[src/hdl/assert_macros.svh]
// Assertion macros for the RTL files; drf_datapath includes them.
`ifndef ASSERT_MACROS_SVH
`define ASSERT_MACROS_SVH

// Checks a property on every rising edge of clk while rst_n is high.
`define DRF_ASSERT(label, prop, msg) \
    label: assert property (@(posedge clk) disable iff (!rst_n) prop) else $error(msg);

// Checks a property on every rising edge of clk, reset included.
`define DRF_ASSERT_ALWAYS(label, prop, msg) \
    label: assert property (@(posedge clk) prop) else $error(msg);

`endif

[src/hdl/drf_pkg.sv]
`default_nettype none

package drf_pkg;

    localparam int TABLE_DEPTH = 64;
    localparam int IDX_W       = $clog2(TABLE_DEPTH);
    localparam int FIELD_W     = 32;
    localparam int ENTRY_W     = 3 * FIELD_W;
    localparam int IN_DATA_W   = ((ENTRY_W + 7) / 8) * 8;
    localparam int OUT_DATA_W  = 8;

    typedef enum logic [3:0] {
        S_IDLE   = 4'b0001,
        S_SCAN   = 4'b0010,
        S_FLUSH  = 4'b0100,
        S_FINISH = 4'b1000
    } state_t;

    typedef struct packed {
        logic load;
        logic scan;
        logic post;
        logic insert;
    } cmd_t;

    typedef struct packed {
        logic scan_last;
        logic match;
        logic out_free;
    } status_t;

endpackage

`default_nettype wire

[src/hdl/drf_ctrl.sv]
`default_nettype none

module drf_ctrl (
    input  wire logic            clk,
    input  wire logic            rst_n,
    input  wire logic            s_tvalid,
    output logic                 s_tready,
    input  wire drf_pkg::status_t status,
    output drf_pkg::cmd_t        cmd
);

    drf_pkg::state_t state_reg;
    drf_pkg::state_t state_next;

    always_ff @(posedge clk or negedge rst_n)
    begin
        if (!rst_n)
        begin
            state_reg <= drf_pkg::S_IDLE;
        end
        else
        begin
            state_reg <= state_next;
        end
    end

    always_comb
    begin
        state_next = state_reg;
        cmd        = '0;
        s_tready   = 1'b0;
        unique case (state_reg)
            drf_pkg::S_IDLE:
            begin
                s_tready = 1'b1;
                if (s_tvalid)
                begin
                    cmd.load   = 1'b1;
                    state_next = drf_pkg::S_SCAN;
                end
            end
            drf_pkg::S_SCAN:
            begin
                cmd.scan = 1'b1;
                if (status.scan_last)
                begin
                    state_next = drf_pkg::S_FLUSH;
                end
            end
            drf_pkg::S_FLUSH:
            begin
                state_next = drf_pkg::S_FINISH;
            end
            drf_pkg::S_FINISH:
            begin
                if (status.out_free)
                begin
                    cmd.post   = 1'b1;
                    cmd.insert = !status.match;
                    state_next = drf_pkg::S_IDLE;
                end
            end
            default:
            begin
                state_next = drf_pkg::S_IDLE;
            end
        endcase
    end

endmodule

`default_nettype wire

[config.mk]
export PLATFORM = sky130hd
export DESIGN_NAME = drf_ctrl
export DESIGN_NICKNAME = d
export VERILOG_FILES = /design/src/hdl/assert_macros.svh /design/src/hdl/drf_pkg.sv /design/src/hdl/drf_ctrl.sv
export SDC_FILE = /design/constraint.sdc
export NUM_CORES = 1
export LEC_CHECK = 0
export BUFFER_PORTS_ARGS = -buffer_cell sky130_fd_sc_hd__clkbuf_2
export CORE_AREA = 2 2 39 41
export DETAILED_ROUTE_END_ITERATION = 8
export DIE_AREA = 0 0 41 43
export PLACE_DENSITY = 0.35
export SYNTH_ARGS = -nofsm -noshare
export SYNTH_HDL_FRONTEND = slang
export SYNTH_SLANG_ARGS = --single-unit
[constraint.sdc]
create_clock -name clk -period 1.8 [get_ports clk]
set_input_delay 0.27 -clock clk [delete_from_list [all_inputs] [get_ports clk]]
set_output_delay 0.27 -clock clk [all_outputs]
set_load 0.005 [all_outputs]
# Word level (Yosys, flattened, before mapping)
# Index checks and enable logic that the tools add are counted.
dict set report classes {
  n_eq_ne 7
  muxes 10
  n_reduce_logical 2
}
# cell n
set op_table {}
lappend op_table {{case mux 4 bit (4 select lines)} 1}
lappend op_table {{two-way mux 4 bit} 3}
lappend op_table {{!= test 2 bit (second input constant)} 3}
lappend op_table {{equality test 4 x 1 -> 1 bit (second input constant)} 1}
lappend op_table {{equality test 4 x 2 -> 1 bit (second input constant)} 1}
lappend op_table {{equality test 4 x 3 -> 1 bit (second input constant)} 1}
lappend op_table {{equality test 4 bit (second input constant)} 1}
lappend op_table {{two-way mux 1 bit} 4}
lappend op_table {{two-way mux 2 bit} 2}
lappend op_table {{AND reduction 3 bit} 1}
lappend op_table {{zero test 1 bit} 1}
dict set report word_totals {
  ff_bits 4
  in_bits 6
  out_inout_bits 5
  wordCells 20
}

# Logic depth before layout (Yosys ltp)
# Gate-level depths: netlist (run 1).
dict set report depth {
  word_depth 3
  ltp_mapped 3
  depth_no_buf 3
}

# Least setup slack after synthesis (run 1)
# OpenSTA, ideal clock, no wires.
dict set report synth_timing {
  path_kind {register to output}
  startpoint {register state_reg[0]}
  endpoint {output cmd[0] (netlist name)}
  arrival_time_ns 0.910
  path_slack_ns 0.620
  path_stages_with_launch 4
  cell_sequence {dfstp_2 nor2_1 and4b_1 nor2b_1}
}
# item line_no
set synth_lines {}
lappend synth_lines {{start: declaration} drf_ctrl.sv:12} ;# drf_pkg::state_t state_reg;
lappend synth_lines {{start signal: assignment} drf_ctrl.sv:19} ;# state_reg <= drf_pkg::S_IDLE;
lappend synth_lines {{start signal: assignment} drf_ctrl.sv:23} ;# state_reg <= state_next;
lappend synth_lines {{end: declaration} drf_ctrl.sv:9} ;# output drf_pkg::cmd_t cmd

==> reports/results.ini, run 1 <==
[sta]
hold_viol_final=0
clock_skew_ps=5.796
holdWs_ps=285.6
finalCriticalPeriod_ps=1548
rsz0062_at_grt=no
fin_ws_ps=251.5
worst_pin_slew_ps=309.9
final_max_slew_viol_count=0
fmax_ghz=0.6458
period_share=0.8603
relSlewSlack=0.7916
setup_viol=0
setup_tns_ps=0

[global_routing]
antenna_found_initial=0
grt-ovfl-total=0
grt_pass1_vias=203
grt.total_usage=0.06370
grt_max_degree=8
grt_pass1_wl_um=745

[detailed_routing]
routedWlPerCell_um=9.260
drt-pass1-iter-count=1
drcViolationCount=0
drtIter0Drc=0
wirelength_um=463
antenna_left=0
vias=202
vias_per_cell=4.040

[critical_path]
cp.required_ps=1530
cp-start-kind=flip-flop
worstPathMaxFanout=5
crit_arrival_ps=1280
cp-end-kind=output port
worst-setup-path-type=flip-flop to output port

[floorplanning]
io_pins=11
die_w_um=41
fp-row-count=14
dieArea_sq_mm=0.001763
die_h_um=43
core_sq_mm=0.001384
start_util=0.1555

[cells_and_area]
drive_above_1_share=0.5294
syn2layout_area_growth_pct=49.42
largest_reg_flops=4
n_antenna_cell=0
fin_nets=41

[synth]
postSynthAreaPerCell_sq_um=11.33
ys_types=15
yosys_warnings=0
yosysSeqAreaShare=0.4709
ys_ff_latch=4
synthCells=19
syn-num-nets=25
netlist_area_sq_um=215.2

[min_path]
hold_path_class=input port to flip-flop

[placed_design]
pre_cts_ws_ps=492.2
hpwl_um=365.9
numPortBuffers=10
gp_congestion=0.6826

[clocking]
clk_pin_slew_ps=40
cts.htree.levels=1
clock_sinks=4
cts_tree=built
postCtsResizedCells=0
numCtsBuffers=3
clk_latency_ps=240
cts-root-buf=clkbuf_4
clockBufferDepth=2

[power]
p_leak_nw=0.1579
irDropWorstVdd_mv=0.3269
cellPowerDensity_mw_per_mm2=1255

[status]
outcome=finished, final reports clean

[run]
drv_cap=0

[cell type report]
cell class / count / area (sq um)
Timing Repair Buffer: 11 / 60.06
Fill cell: 158 / 1062
Multi-Input combinational cell: 15 / 113.9
Clock buffer: 4 / 26.28
Sequential cell: 4 / 101.3
Tap cell: 16 / 20.02
[worst paths after layout]
kind | from | to | slack (ps) | depth (start not counted)
min in group asynchronous | rst_n | state_reg[3] | 370 | 2
max reg2reg | state_reg[3] | state_reg[0] | 770 | 3
max | state_reg[1] | cmd[0] | 250 | 4
max in group asynchronous | rst_n | state_reg[0] | 1220 | 2
min reg2reg | state_reg[2] | state_reg[1] | 570 | 1
min | status[2] | state_reg[2] | 290 | 2
[through the flow]
stage	utilization	area, sq um	total power, mW	std cells
floorplan	-	215.2	0.2324	19
finish	0.2324	321.6	0.4036	50
global route	0.2324	321.6	0.4369	50
CTS	0.2324	321.6	0.4172	50
detailed placement	0.2061	285.3	0.2847	45
global placement	0.2061	285.3	0.2852	45
[cells in the final DEF, fill, tap and decap left out, types with 2 or more instances in the layout]
cell,count
clkbuf_2,10
nor2b_1,2
clkbuf_4,3
nor3_2,2
dfrtp_1,3
[metal layers]
| metal | wire, um | global-route usage |
|---|---|---|
| met1 | 185 | 0.07237 |
| met2 | 244 | 0.09063 |
| met3 | 33 | 0.01571 |
| met4 | 0 | 0.06000 |
| met5 | 0 | 0 |
[what timing repair did]
action	in CTS	in global routing
endpoints found under the hold margin	3	0
hold buffers	1	0
setup buffers	0	0
[critical path, stage by stage (launching register included)]
cell and delay, ps:
dfrtp_1 420, nor2_1 150, and4b_1 230, nor2b_1 130, clkbuf_2 120
[logic make-up (layout without fill, tap and decap cells)]
| kind of cell | Yosys count | in the layout | share of synthesized area |
|---|---|---|---|
| AOI/OAI and AO/OA | 2 | 2 | 0.08141 |
| and+or+nand+nor | 13 | 13 | 0.4477 |
| buffers and inverters | 0 | 15 | 0 |
| DFF | 4 | 4 | 0.4709 |
[where the power goes]
| group | switching, mW | internal (mW) |
|---|---|---|
| clock | 0.0388 | 0.0833 |
| combinational | 0.0542 | 0.0724 |
| sequential | 0.0322 | 0.123 |
| total | 0.125 | 0.278 |
[Yosys cell counts]
cell type  count  area [sq um]
nor4_2         1         12.51
nor3b_1        1         7.510
dfrtp_1        3         75.07
nor2b_1        2         12.51
o21a_2         1         8.760
nor4b_1        1         8.760
nand2_1        1         3.750
nand2b_1       1         6.260
nor3_2         2         20.02
nor3_1         1         5.000
and2_1         1         6.260
and4b_1        1         10.01
o22a_1         1         8.760
dfstp_2        1         26.28
nor2_1         1         3.750
No activity file was read; power rests on OpenSTA's default activity.
==> run 2: changes to the inputs <==
- CORE_AREA: 2 2 39 41 -> 5 5 42 44
- DIE_AREA: 0 0 41 43 -> 0 0 47 49
==> reports/results.ini, run 2 (synthesis gave the netlist of run 1 again) <==
[global_routing]
grt-ovfl-total=0
grt.total_usage=0.05363
antenna_found_initial=0
grt_pass1_wl_um=828
grt_max_degree=8
grt_pass1_vias=215

[sta]
final_max_slew_viol_count=0
fmax_ghz=0.6434
period_share=0.8635
finalCriticalPeriod_ps=1554
worst_pin_slew_ps=311.7
setup_tns_ps=0
relSlewSlack=0.7905
rsz0062_at_grt=no
clock_skew_ps=4.636
hold_viol_final=0
setup_viol=0

[power]
swShare=0.3163
seq_power_share=0.384
p_leak_nw=0.1579
p_switching_uw=128.9
irDropWorstVdd_mv=0.4341
combPwrFrac=0.321
cellPowerDensity_mw_per_mm2=1267
internal_power_uw=278.6
clkPwrFrac=0.295

[critical_path]
cp-end-kind=output port
reg2reg_setup_slack_ps=770
rr_startpoint=state_reg[3]
cp.required_ps=1530
crit_arrival_ps=1280
r2r_end=state_reg[0]
worstPathMaxFanout=5
worst-setup-path-type=flip-flop to output port
rr_worst_depth=3
cp-start-kind=flip-flop

[floorplanning]
core_sq_mm=0.001401
io_pins=11
start_util=0.1536
dieArea_sq_mm=0.002303
die_h_um=49
die_w_um=47
fp-row-count=14

[clocking]
cts-root-buf=clkbuf_4
clk_latency_ps=230
postCtsResizedCells=0
cts.htree.levels=1
cts_tree=built
numCtsBuffers=3
ctsHoldBuffers=1
clock_sinks=4
postCtsSetupBuffers=0
clk_pin_slew_ps=40
clockBufferDepth=2

[detailed_routing]
vias_per_cell=3.940
drt-pass1-iter-count=1
antenna_left=0
drtIter0Drc=0
drcViolationCount=0
vias=197
wirelength_um=520
routedWlPerCell_um=10.40

[placed_design]
gp_congestion=0.7373
hpwl_um=429.3
numPortBuffers=10

[min_path]
min_to=state_reg[2]
hold_path_class=input port to flip-flop
hold_path_startpoint=status[2]
whs_path_depth=2

[cells_and_area]
final_core_util=0.2295
n_antenna_cell=0
seqCellArea_sq_um=101.3
multiInputGateArea_sq_um=113.9
layout_common_cells=clkbuf_2 (10), clkbuf_4 (3), dfrtp_1 (3)
syn2layout_area_growth_pct=49.42
fin_nets=41
drive_above_1_share=0.5294
mostFrequentLayoutCell=clkbuf_2
largest_reg_flops=4
fillers=168

[status]
outcome=finished, final reports clean

[run]
drv_cap=0

run 2: layer usage:
layer,vias to the layer above,part of all wire,global-route usage
met1,90,0.42,0.04867
met5,-,0,0
met3,0,0.071,0.02214
met2,6,0.51,0.07466
li1,101,-,-
met4,0,0,0.06912
run 2: layout make-up:
cell class / count / share of cell area
clock buffer: 4 / 0.08171
multi-input combinational: 15 / 0.3541
sequential: 4 / 0.3152
tap: 16 / 0.06226
timing repair buffer: 11 / 0.1868
run 2: worst max-delay path by stage:
stage	cells past startpoint	from	slack, ps	end
after floorplan	3	state_reg[0]	620	cmd[0]
after global placement	3	state_reg[0]	500	cmd[3]
after detailed placement	4	state_reg[1]	490	cmd[0]
after CTS	4	state_reg[1]	230	cmd[0]
after global routing	4	state_reg[1]	140	cmd[0]
final	4	state_reg[1]	250	cmd[0]
run 2: power groups by stage:
stage,Clock [mW],Sequential [mW],Combinational (mW)
after floorplan,0,0.148,0.0840
after detailed placement,0,0.157,0.133
after global routing,0.137,0.159,0.145
after global placement,0,0.157,0.130
after CTS,0.128,0.156,0.136
final,0.120,0.156,0.131
run 2: metrics by stage:
stage / cells / hold slack, ps / power (mW) / setup slack (ps) / instance area (sq um)
final: 50 / 272.2 / 0.4075 / 245.8 / 321.6
after detailed placement: 45 / 84.08 / 0.2907 / 491.1 / 285.3
after floorplan: 19 / -25.59 / 0.2324 / 620.1 / 215.2
after global placement: 45 / 78.73 / 0.2874 / 501.2 / 285.3
after CTS: 50 / 263.0 / 0.4203 / 228.5 / 321.6
after global routing: 50 / 267.3 / 0.4410 / 138.0 / 321.6
run 2: critical path, stage by stage, from the launching register on:
cell      delay (ps)
dfrtp_1          420
nor2_1           150
and4b_1          230
nor2b_1          130
clkbuf_2         120
